==> config.mk <==
export PLATFORM = sky130hd
export DESIGN_NAME = calendar_clock_with_adjust_core
export DESIGN_NICKNAME = d
export VERILOG_FILES = /design/src/rtl/core/cwa_pkg.sv /design/src/rtl/core/calendar_clock_with_adjust_core.sv
export SDC_FILE = /design/constraint.sdc
export NUM_CORES = 1
export LEC_CHECK = 0
export BUFFER_PORTS_ARGS = -buffer_cell sky130_fd_sc_hd__buf_2
export CORE_ASPECT_RATIO = 0.75
export CORE_MARGIN = 3
export CORE_UTILIZATION = 55
export CTS_BUF_LIST = sky130_fd_sc_hd__clkbuf_16
export DETAILED_ROUTE_END_ITERATION = 16
export PLACE_DENSITY = 0.73
export SLEW_MARGIN = 20
export SYNTH_ARGS = -nofsm -noshare
export SYNTH_HDL_FRONTEND = slang
export SYNTH_SLANG_ARGS = --single-unit
==> constraint.sdc <==
create_clock -name clock -period 14.4 [get_ports clock]
set_input_delay 0.72 -clock clock [delete_from_list [all_inputs] [get_ports clock]]
set_output_delay 0.72 -clock clock [all_outputs]
set_load 0.005 [all_outputs]
==> src/rtl/core/cwa_pkg.sv <==
// Constants, codes and calendar tables for the calendar clock
`timescale 1ns / 1ps
`default_nettype none

package cwa_pkg;

   localparam logic [2:0] KIND_TICK     = 3'd0;
   localparam logic [2:0] KIND_ADD_MIN  = 3'd1;
   localparam logic [2:0] KIND_SUB_MIN  = 3'd2;
   localparam logic [2:0] KIND_DAY_FWD  = 3'd3;
   localparam logic [2:0] KIND_DAY_BACK = 3'd4;
   localparam logic [2:0] KIND_LOAD     = 3'd5;

   // reciprocals: 1000 and 7 rounded down (quotient exact or one short), 100 rounded up
   localparam logic [13:0] RECIP_1000 = 14'd1048;  // >> 20
   localparam logic [13:0] RECIP_100  = 14'd5243;  // >> 19, exact below 16384
   localparam logic [13:0] RECIP_7    = 14'd9362;  // >> 16

   function automatic logic [8:0] month_offset(input logic [3:0] m);
      logic [8:0] o;
      case (m)
         4'd2:    o = 9'd31;
         4'd3:    o = 9'd59;
         4'd4:    o = 9'd90;
         4'd5:    o = 9'd120;
         4'd6:    o = 9'd151;
         4'd7:    o = 9'd181;
         4'd8:    o = 9'd212;
         4'd9:    o = 9'd243;
         4'd10:   o = 9'd273;
         4'd11:   o = 9'd304;
         4'd12:   o = 9'd334;
         default: o = 9'd0;
      endcase
      return o;
   endfunction

   function automatic logic [4:0] month_len(input logic [3:0] m, input logic leap);
      logic [4:0] l;
      case (m)
         4'd1, 4'd3, 4'd5, 4'd7, 4'd8, 4'd10, 4'd12: l = 5'd31;
         4'd4, 4'd6, 4'd9, 4'd11:                    l = 5'd30;
         default:                                    l = 5'd28 + {4'd0, leap};
      endcase
      return l;
   endfunction

endpackage

`default_nettype wire

==> src/rtl/core/calendar_clock_with_adjust_core.sv <==
// Calendar clock core: sequencer around one shared constant multiplier
//
//   channel | direction | handshake             | word
//   req_    | in        | req_valid / req_stall | kind, elapsed ms, minutes, load date
//   rsp_    | out       | rsp_valid / rsp_stall | date, time, weekday, rolled flags
//
// A tick does more work when it rolls the day, and more again if the weekday
// has to be recomputed (a date before START_YEAR skips that arithmetic). A
// minute adjust runs the subtract-60 loop, then a day step per day carried
// (two at most), the weekday and the hand-over. Each multiply goes through the
// one registered multiplier. req_stall is high from acceptance until the result
// is in the output register; a waiting result does not block the next word.
// Reset is synchronous and puts the clock at START_YEAR-01-01 00:00:00.
`timescale 1ns / 1ps
`default_nettype none

module calendar_clock_with_adjust_core
   import cwa_pkg::*;
#(
   parameter int START_YEAR    = 1900,
   parameter int START_WEEKDAY = 1
) (
   input  wire logic        clock,
   input  wire logic        reset,
   input  wire logic        req_valid,
   output logic             req_stall,
   input  wire logic [2:0]  req_kind,
   input  wire logic [15:0] req_elapsed_ms,
   input  wire logic [10:0] req_minutes,
   input  wire logic [13:0] req_load_year,
   input  wire logic [3:0]  req_load_month,
   input  wire logic [4:0]  req_load_day,
   input  wire logic [4:0]  req_load_hour,
   input  wire logic [5:0]  req_load_minute,
   input  wire logic [5:0]  req_load_second,
   output logic             rsp_valid,
   input  wire logic        rsp_stall,
   output logic [13:0]      rsp_year,
   output logic [3:0]       rsp_month,
   output logic [4:0]       rsp_day,
   output logic [4:0]       rsp_hour,
   output logic [5:0]       rsp_minute,
   output logic [5:0]       rsp_second,
   output logic [2:0]       rsp_weekday,
   output logic             rsp_minute_rolled,
   output logic             rsp_hour_rolled,
   output logic             rsp_day_rolled,
   output logic             rsp_month_rolled,
   output logic             rsp_year_rolled
);

   localparam logic [13:0] START_Y = 14'(START_YEAR);
   localparam logic [15:0] LEAPS_BEFORE =
      16'((START_YEAR - 1) / 4 - (START_YEAR - 1) / 100 + (START_YEAR - 1) / 400);
   localparam logic [15:0] WD_BASE = 16'(6 + START_WEEKDAY);
   localparam logic [2:0]  START_WD = 3'(START_WEEKDAY);

   typedef enum logic [16:0] {
      ST_IDLE      = 17'h00001,
      ST_MS_MUL    = 17'h00002,
      ST_MS_FIX    = 17'h00004,
      ST_MS_REM    = 17'h00008,
      ST_SEC       = 17'h00010,
      ST_MIN_DIV   = 17'h00020,
      ST_MIN_APPLY = 17'h00040,
      ST_LEAP_MUL  = 17'h00080,
      ST_LEAP_FIX  = 17'h00100,
      ST_STEP      = 17'h00200,
      ST_WD_MUL1   = 17'h00400,
      ST_WD_MUL2   = 17'h00800,
      ST_WD_LEAP   = 17'h01000,
      ST_WD_SUM    = 17'h02000,
      ST_WD_MUL7   = 17'h04000,
      ST_WD_MOD    = 17'h08000,
      ST_DONE      = 17'h10000
   } state_type;

   typedef struct packed {
      logic minute;
      logic hour;
      logic day;
      logic month;
      logic year;
   } rolled_type;

   state_type  state_ff, state_in;
   logic [13:0] year_ff, year_in;
   logic [3:0]  month_ff, month_in;
   logic [4:0]  day_ff, day_in;
   logic [4:0]  hour_ff, hour_in;
   logic [5:0]  minute_ff, minute_in;
   logic [5:0]  second_ff, second_in;
   logic [2:0]  wd_ff, wd_in;
   logic [9:0]  rem_ff, rem_in;
   rolled_type  rolled_ff, rolled_in;
   logic        rsp_valid_ff, rsp_valid_in;

   // per-word working registers
   logic [2:0]  kind_ff, kind_in;
   logic [15:0] ms_ff, ms_in;
   logic [10:0] mins_ff, mins_in;
   logic [5:0]  h_ff, h_in;
   logic [1:0]  days_ff, days_in;
   logic        fwd_ff, fwd_in;
   logic        leap_ff, leap_in;
   logic [6:0]  secs_ff, secs_in;
   logic [9:0]  part_ff, part_in;
   logic [7:0]  q1_ff, q1_in;
   logic [14:0] n_ff, n_in;

   // shared multiplier
   logic [15:0] mul_a;
   logic [13:0] mul_b;
   logic [29:0] prod_ff, prod_in;

   // leap year of year_ff from prod_ff = year_ff * RECIP_100
   logic [7:0]  cent_q;
   logic [13:0] cent_r;
   logic        leap_calc;

   logic        is_tick;
   logic [13:0] year_m1;

   assign is_tick = (kind_ff == KIND_TICK);
   assign year_m1 = year_ff - 14'd1;
   assign cent_q  = prod_ff[26:19];
   assign cent_r  = year_ff - 14'({6'd0, cent_q} * 14'd100);
   assign leap_calc = ((year_ff[1:0] == 2'd0) && (cent_r != 14'd0)) ||
                      ((cent_r == 14'd0) && (cent_q[1:0] == 2'd0));

   always_comb begin
      mul_a = 16'd0;
      mul_b = 14'd0;
      case (state_ff)
         ST_MS_MUL: begin
            mul_a = ms_ff;
            mul_b = RECIP_1000;
         end
         ST_LEAP_MUL, ST_WD_MUL2: begin
            mul_a = {2'd0, year_ff};
            mul_b = RECIP_100;
         end
         ST_WD_MUL1: begin
            mul_a = {2'd0, year_m1};
            mul_b = RECIP_100;
         end
         ST_WD_MUL7: begin
            mul_a = {1'b0, n_ff};
            mul_b = RECIP_7;
         end
         default: begin
            mul_a = 16'd0;
            mul_b = 14'd0;
         end
      endcase
      prod_in = {14'd0, mul_a} * {16'd0, mul_b};
   end

   always_comb begin
      logic [6:0]  q;
      logic [16:0] qk;
      logic [16:0] r;
      logic [10:0] rs;
      logic [7:0]  s;
      logic [6:0]  mt;
      logic [5:0]  ht;
      logic [5:0]  m;
      logic [4:0]  hh;
      logic [1:0]  dd;
      logic [4:0]  mlen;
      logic [5:0]  d;
      logic [4:0]  mn;
      logic [15:0] sum;
      logic [12:0] q7;
      logic [15:0] r7;
      logic [3:0]  r7n;

      state_in     = state_ff;
      year_in      = year_ff;
      month_in     = month_ff;
      day_in       = day_ff;
      hour_in      = hour_ff;
      minute_in    = minute_ff;
      second_in    = second_ff;
      wd_in        = wd_ff;
      rem_in       = rem_ff;
      rolled_in    = rolled_ff;
      rsp_valid_in = rsp_valid_ff;
      kind_in      = kind_ff;
      ms_in        = ms_ff;
      mins_in      = mins_ff;
      h_in         = h_ff;
      days_in      = days_ff;
      fwd_in       = fwd_ff;
      leap_in      = leap_ff;
      secs_in      = secs_ff;
      part_in      = part_ff;
      q1_in        = q1_ff;
      n_in         = n_ff;

      q = 7'd0; qk = 17'd0; r = 17'd0; rs = 11'd0; s = 8'd0; mt = 7'd0;
      ht = 6'd0; m = 6'd0; hh = 5'd0; dd = 2'd0; mlen = 5'd0; d = 6'd0;
      mn = 5'd0; sum = 16'd0; q7 = 13'd0; r7 = 16'd0; r7n = 4'd0;

      if (rsp_valid_ff && !rsp_stall) begin
         rsp_valid_in = 1'b0;
      end

      case (state_ff)
         ST_IDLE: begin
            if (req_valid) begin
               kind_in   = req_kind;
               ms_in     = req_elapsed_ms;
               mins_in   = req_minutes;
               h_in      = 6'd0;
               rolled_in = '0;
               case (req_kind)
                  KIND_TICK:    state_in = ST_MS_MUL;
                  KIND_ADD_MIN: state_in = ST_MIN_DIV;
                  KIND_SUB_MIN: state_in = ST_MIN_DIV;
                  KIND_DAY_FWD: begin
                     days_in  = 2'd1;
                     fwd_in   = 1'b1;
                     state_in = ST_LEAP_MUL;
                  end
                  KIND_DAY_BACK: begin
                     days_in  = 2'd1;
                     fwd_in   = 1'b0;
                     state_in = ST_LEAP_MUL;
                  end
                  KIND_LOAD: begin
                     year_in   = req_load_year;
                     month_in  = req_load_month;
                     day_in    = req_load_day;
                     hour_in   = req_load_hour;
                     minute_in = req_load_minute;
                     second_in = req_load_second;
                     rem_in    = 10'd0;
                     state_in  = ST_WD_MUL1;
                  end
                  default: state_in = ST_DONE;
               endcase
            end
         end

         ST_MS_MUL: state_in = ST_MS_FIX;

         ST_MS_FIX: begin
            q  = prod_ff[26:20];
            qk = {q, 10'd0} - {6'd0, q, 4'd0} - {7'd0, q, 3'd0};
            r  = {1'b0, ms_ff} - qk;
            if (r[10:0] >= 11'd1000) begin
               secs_in = q + 7'd1;
               part_in = 10'(r[10:0] - 11'd1000);
            end else begin
               secs_in = q;
               part_in = r[9:0];
            end
            state_in = ST_MS_REM;
         end

         ST_MS_REM: begin
            rs = {1'b0, rem_ff} + {1'b0, part_ff};
            if (rs >= 11'd1000) begin
               rem_in  = 10'(rs - 11'd1000);
               secs_in = secs_ff + 7'd1;
            end else begin
               rem_in = rs[9:0];
            end
            state_in = ST_SEC;
         end

         ST_SEC: begin
            state_in = ST_DONE;
            s = {2'd0, second_ff} + {1'b0, secs_ff};
            if (s > 8'd59) begin
               rolled_in.minute = 1'b1;
               if (s >= 8'd120) begin
                  second_in = 6'(s - 8'd120);
                  mt = {1'b0, minute_ff} + 7'd2;
               end else begin
                  second_in = 6'(s - 8'd60);
                  mt = {1'b0, minute_ff} + 7'd1;
               end
               if (mt > 7'd59) begin
                  rolled_in.hour = 1'b1;
                  minute_in = 6'(mt - 7'd60);
                  ht = {1'b0, hour_ff} + 6'd1;
                  if (ht > 6'd23) begin
                     rolled_in.day = 1'b1;
                     hour_in  = 5'd0;
                     days_in  = 2'd1;
                     fwd_in   = 1'b1;
                     state_in = ST_LEAP_MUL;
                  end else begin
                     hour_in = ht[4:0];
                  end
               end else begin
                  minute_in = mt[5:0];
               end
            end else begin
               second_in = s[5:0];
            end
         end

         ST_MIN_DIV: begin
            if (mins_ff >= 11'd60) begin
               mins_in = mins_ff - 11'd60;
               h_in    = h_ff + 6'd1;
            end else begin
               if (h_ff >= 6'd24) begin
                  h_in    = h_ff - 6'd24;
                  days_in = 2'd1;
               end else begin
                  days_in = 2'd0;
               end
               state_in = ST_MIN_APPLY;
            end
         end

         ST_MIN_APPLY: begin
            m  = mins_ff[5:0];
            hh = h_ff[4:0];
            dd = days_ff;
            if (kind_ff == KIND_ADD_MIN) begin
               fwd_in = 1'b1;
               mt = {1'b0, minute_ff} + {1'b0, m};
               if (mt > 7'd59) begin
                  minute_in = (mt >= 7'd120) ? 6'(mt - 7'd120) : 6'(mt - 7'd60);
                  hh = hh + 5'd1;
               end else begin
                  minute_in = mt[5:0];
               end
               ht = {1'b0, hour_ff} + {1'b0, hh};
               if (ht > 6'd23) begin
                  hour_in = (ht >= 6'd48) ? 5'(ht - 6'd48) : 5'(ht - 6'd24);
                  dd = dd + 2'd1;
               end else begin
                  hour_in = ht[4:0];
               end
            end else begin
               fwd_in = 1'b0;
               if (minute_ff >= m) begin
                  minute_in = minute_ff - m;
               end else begin
                  minute_in = minute_ff + 6'd60 - m;
                  hh = hh + 5'd1;
               end
               if (hour_ff >= hh) begin
                  hour_in = hour_ff - hh;
               end else begin
                  hour_in = hour_ff + 5'd24 - hh;
                  dd = dd + 2'd1;
               end
            end
            days_in  = dd;
            state_in = (dd != 2'd0) ? ST_LEAP_MUL : ST_WD_MUL1;
         end

         ST_LEAP_MUL: state_in = ST_LEAP_FIX;

         ST_LEAP_FIX: begin
            leap_in  = leap_calc;
            state_in = ST_STEP;
         end

         ST_STEP: begin
            if (fwd_ff) begin
               mlen = month_len(month_ff, leap_ff);
               d    = {1'b0, day_ff} + 6'd1;
               if (d > {1'b0, mlen}) begin
                  day_in = 5'd1;
                  mn     = {1'b0, month_ff} + 5'd1;
                  if (is_tick) rolled_in.month = 1'b1;
                  if (mn > 5'd12) begin
                     month_in = 4'd1;
                     year_in  = year_ff + 14'd1;
                     if (is_tick) rolled_in.year = 1'b1;
                  end else begin
                     month_in = mn[3:0];
                  end
               end else begin
                  day_in = d[4:0];
               end
            end else begin
               if (day_ff > 5'd1) begin
                  day_in = day_ff - 5'd1;
               end else begin
                  case (month_ff)
                     4'd1: begin
                        day_in   = 5'd31;
                        month_in = 4'd12;
                        year_in  = year_m1;
                     end
                     4'd2, 4'd4, 4'd6, 4'd8, 4'd9, 4'd11: begin
                        day_in   = 5'd31;
                        month_in = month_ff - 4'd1;
                     end
                     4'd5, 4'd7, 4'd10, 4'd12: begin
                        day_in   = 5'd30;
                        month_in = month_ff - 4'd1;
                     end
                     default: begin
                        day_in   = 5'd28 + {4'd0, leap_ff};
                        month_in = month_ff - 4'd1;
                     end
                  endcase
               end
            end
            days_in = days_ff - 2'd1;
            if (days_ff != 2'd1) begin
               state_in = ST_LEAP_MUL;
            end else if (is_tick && (wd_ff != 3'd7)) begin
               wd_in    = (wd_ff >= 3'd6) ? 3'd0 : wd_ff + 3'd1;
               state_in = ST_DONE;
            end else begin
               state_in = ST_WD_MUL1;
            end
         end

         ST_WD_MUL1: begin
            if (year_ff < START_Y) begin
               wd_in    = 3'd7;
               state_in = ST_DONE;
            end else begin
               state_in = ST_WD_MUL2;
            end
         end

         ST_WD_MUL2: begin
            q1_in    = prod_ff[26:19];
            state_in = ST_WD_LEAP;
         end

         ST_WD_LEAP: begin
            leap_in  = leap_calc;
            state_in = ST_WD_SUM;
         end

         ST_WD_SUM: begin
            // 365 is 1 mod 7, so whole years count one each
            sum = {2'd0, year_ff - START_Y} + {4'd0, year_m1[13:2]}
                - {8'd0, q1_ff} + {10'd0, q1_ff[7:2]} - LEAPS_BEFORE
                + {7'd0, month_offset(month_ff)} + {11'd0, day_ff} + WD_BASE;
            if ((month_ff >= 4'd3) && (month_ff <= 4'd12) && leap_ff) begin
               sum = sum + 16'd1;
            end
            n_in     = sum[14:0];
            state_in = ST_WD_MUL7;
         end

         ST_WD_MUL7: state_in = ST_WD_MOD;

         ST_WD_MOD: begin
            q7  = prod_ff[28:16];
            r7  = {1'b0, n_ff} - ({q7, 3'd0} - {3'd0, q7});
            r7n = r7[3:0];
            wd_in    = (r7n >= 4'd7) ? 3'(r7n - 4'd7) : r7n[2:0];
            state_in = ST_DONE;
         end

         ST_DONE: begin
            if (!rsp_valid_ff || !rsp_stall) begin
               rsp_valid_in = 1'b1;
               state_in     = ST_IDLE;
            end
         end

         default: state_in = ST_IDLE;
      endcase
   end

   always_ff @(posedge clock) begin
      if (reset) begin
         state_ff     <= ST_IDLE;
         year_ff      <= START_Y;
         month_ff     <= 4'd1;
         day_ff       <= 5'd1;
         hour_ff      <= 5'd0;
         minute_ff    <= 6'd0;
         second_ff    <= 6'd0;
         wd_ff        <= START_WD;
         rem_ff       <= 10'd0;
         rsp_valid_ff <= 1'b0;
      end else begin
         state_ff     <= state_in;
         year_ff      <= year_in;
         month_ff     <= month_in;
         day_ff       <= day_in;
         hour_ff      <= hour_in;
         minute_ff    <= minute_in;
         second_ff    <= second_in;
         wd_ff        <= wd_in;
         rem_ff       <= rem_in;
         rsp_valid_ff <= rsp_valid_in;
      end
   end

   always_ff @(posedge clock) begin
      kind_ff   <= kind_in;
      ms_ff     <= ms_in;
      mins_ff   <= mins_in;
      h_ff      <= h_in;
      days_ff   <= days_in;
      fwd_ff    <= fwd_in;
      leap_ff   <= leap_in;
      secs_ff   <= secs_in;
      part_ff   <= part_in;
      q1_ff     <= q1_in;
      n_ff      <= n_in;
      rolled_ff <= rolled_in;
      prod_ff   <= prod_in;
      if ((state_ff == ST_DONE) && (!rsp_valid_ff || !rsp_stall)) begin
         rsp_year          <= year_ff;
         rsp_month         <= month_ff;
         rsp_day           <= day_ff;
         rsp_hour          <= hour_ff;
         rsp_minute        <= minute_ff;
         rsp_second        <= second_ff;
         rsp_weekday       <= wd_ff;
         rsp_minute_rolled <= rolled_ff.minute;
         rsp_hour_rolled   <= rolled_ff.hour;
         rsp_day_rolled    <= rolled_ff.day;
         rsp_month_rolled  <= rolled_ff.month;
         rsp_year_rolled   <= rolled_ff.year;
      end
   end

   assign req_stall = (state_ff != ST_IDLE);
   assign rsp_valid = rsp_valid_ff;

endmodule

`default_nettype wire

==> summary.md <==
| Metric | Value |
|---|---|
| Status | `completed` |
| Clk_skew | `0.03590 ns` |
| Top Ports | `124` |
| Largest net degree at the start of global routing | `56` |
| Setup violators final | `0` |
| Ys async rst share | `0%` |
| Crit path DAT | `9.60 ns` |
| Layout cells sized above 1 | `8.707%` |
| Pre-CTS WS | `5.457 ns` |
| Vias per cell | `6.012` |
| TritonCTS Buffers | `26` |
| Post-CTS setup buffer count | `0` |
| Worst setup margin | `5.261 ns` |
| Clk_lat worst skew | `0.58 ns` |
| RSZ-0062 raised after global routing | `false` |
| Yosys Warn Count | `0` |
| Placed cell count | `3,166` |
| Syn_area_per_cell | `9.044 um2` |
| Die ar. | `44,310 um2` |
| Clk sinks | `224` |
| DR WL/cell | `21.06 um` |
| CTS clk-pin slew, worst paths | `0.08 ns` |
| Setup crit end kind | `register` |
| Core Box Area | `41,000 um2` |
| Register area | `5816 um2` |
| Detailed placement HPWL | `54.44 mm` |
| Seq/Total Area, Yosys | `25.30%` |
| Final GP Congestion | `0.9725` |
| Vias | `19,320` |
| # Max-Cap Violations | `0` |
| Worst Setup Start Kind | `register` |
| Cell area after layout | `24,990 um2` |
| Grt ovf | `0` |
| Final ANT Viol Nets | `0` |
| Resized Gates After CTS | `0` |
| Worst EP required | `14.86 ns` |
| Hold WS | `0.3321 ns` |
| Die height | `183.1 um` |
| Final core occ | `60.95%` |
| Pwr Total | `3.343 mW` |
| GRT Total Usage | `29.81%` |
| Filler Cells Inserted | `3,511` |
| Worst IR Drop VDD | `0.1425 mV` |
| Leakage Power | `11.76 nW` |
| FP Rows | `64` |
| DRT Pass-1 Iters | `7` |
| Drt first-iter violations | `1,831` |
| Count of final hold-check violations | `0` |
| Slew @ Worst Pin | `1.216 ns` |
| Crit Path Max Fanout | `12` |
| Max-slew violation count | `0` |
| Critical Path Slowest Stage Cell | `o31ai_1` |
| Fin nets | `3,161` |
| Initial antenna violation count | `2` |
| Routed Wire Length | `67.69 mm` |
| Hold buffers post-CTS | `0` |
| Max-slew headroom | `18.22%` |
| Vias in the first global route | `18,540` |
| Longest Clk Path Bufs | `3` |
| Initial core utilization | `56.07%` |
| H-tree lvl count | `1` |
| Main synth FF type | `edfxtp_1` |
| HP Class | `input pin to register` |
| CP most frequent cell | `inv_1` |
| Die width | `242.1 um` |
| DRC viols | `0` |
| CP peak stage delay | `0.64 ns` |
| Diodes inserted | `0` |
| Global-route wire length before repair | `104.3 mm` |
| PD cells | `133.8 nW/um2` |
| Area of the multi-input gates | `15,480 um2` |
| Number of synthesized flops with an enable pin | `133` |
| Distinct cell type count after synthesis | `99` |
| Fin Setup TNS | `0 ns` |
| Synth-to-layout area growth | `8.697%` |
| Fin crit share | `63.46%` |
| Number of port buffers | `123` |
| Root Driver | `clkbuf_16` |
| Setup CP Type | `register to register` |
| Yosys reg bits | `224` |
| Syn Inst Count | `2,542` |
| Synthesized area | `22,990 um2` |
| TritonCTS clock tree | `built` |
| Dpl cell area | `24,170 um2` |
| Tmin final | `9.139 ns` |
| Fmax | `109.4 MHz` |
| Final cell count without fillers | `3,214` |
## cells in the final DEF, fill, tap and decap left out, types with 8 or more instances in the layout
cell type,count
inv_1,374
ha_1,308
nand2_1,177
nor2_1,175
fa_1,146
a21oi_1,138
edfxtp_1,133
buf_2,123
xnor2_1,116
o21ai_0,106
dfxtp_1,91
nor3_1,62
xor2_1,59
nand3_1,55
nand2b_1,33
a21o_1,31
and2_1,29
clkbuf_16,29
a211oi_1,26
nor2b_1,25
mux2i_1,22
a31oi_1,20
buf_4,20
nor4_1,19
a221oi_1,17
and3_1,16
o211ai_1,16
a311oi_1,16
o31ai_1,15
o21bai_1,15
or3_1,13
or2_2,12
o21a_1,12
conb_1,10
nand4_1,9
o22ai_1,9
or4_1,8
nand3b_1,8
## registers in the layout, summed over array words and instances, names as in the netlist, 4 cells and up, named ones only
register and flops:
day_ff 5, h_ff 6, hour_ff 5, mins_ff 11
minute_ff 6, month_ff 4, ms_ff 16, n_ff 15
part_ff 10, prod_ff 11, q1_ff 8, rem_ff 10
rolled_ff 5, rsp_day 5, rsp_hour 5, rsp_minute 6
rsp_month 4, rsp_second 6, rsp_year 14, second_ff 6
secs_ff 7, state_ff 17, year_ff 14
## critical path, delay by kind of cell (launching register included)
family                   cells  cell delay, ns
XOR/XNOR                     1            0.13
flip-flops                   1            0.61
AO/OA/AOI/OAI               12            3.05
buffers and inverters        6            0.54
adder cells (fa/ha/maj)      8            3.47
AND/OR/NAND/NOR              5            1.22
## where the power goes
part,internal (mW),total [mW],switching (mW)
Clock,0.361,0.655,0.294
Sequential,0.797,0.901,0.105
Combinational,0.722,1.79,1.06
Total,1.88,3.34,1.46
## layer usage
metal  wire [um]  share of wire (%)  global-route usage [%]
met5          10              0.015                       0
met3        6919                 10                   5.963
met1       31800                 47                   45.96
met2       26960                 40                   42.21
met4        2004                3.0                   8.385
## synth_stat cells (all sizes together), types with 19 or more instances
library cell  instances  area (um2)
a21oi               140       704.4
nor4                 21       146.4
nor2                176       668.1
xnor2               116        1016
buf                  19       92.59
fa                  146        2923
edfxtp              133        3994
a211oi               28       227.7
xor2                 59       516.8
a31oi                22       150.1
o21ai               113       573.1
inv                 372        1396
nand2               177       664.4
dfxtp                91        1822
nor2b                26       170.2
ha                  308        3854
and2                 29       181.4
nor3                 63       320.3
nand3                55       275.3
clkbuf               69       259.0
mux2i                22       220.2
a21o                 31       232.7
nand2b               33       206.5
## cell type report
cell class              instances  share of cell area, %
inverters                     373                  5.603
repair buffers                143                  3.064
flip-flops and latches        224                  23.27
clock buffers                  29                  2.904
well taps                     561                  2.809
multi-input cells            1865                  61.96
clock inverters                19                 0.3855
## final timing paths
| check | startpoint | endpoint | cells past startpoint | slack (ns) |
|---|---|---|---|---|
| max reg2reg | year_ff[2] | prod_ff[26] | 32 | 5.26 |
| min | req_elapsed_ms[5] | ms_ff[5] | 1 | 0.33 |
| max | year_ff[2] | prod_ff[26] | 32 | 5.26 |
| min reg2reg | rolled_ff[0] | rsp_year_rolled | 0 | 0.42 |
## cells by family after synthesis
kind of cell / share of synthesized area, %
and+or+nand+nor: 14.88
adders and majority gates: 29.48
xor gates and xnor gates: 6.765
DFF: 25.30
other: 0.03267
buffers and inverters: 7.619
muxes: 1.170
AOI/OAI and AO/OA: 14.76
No activity file was read; power rests on OpenSTA's default activity.
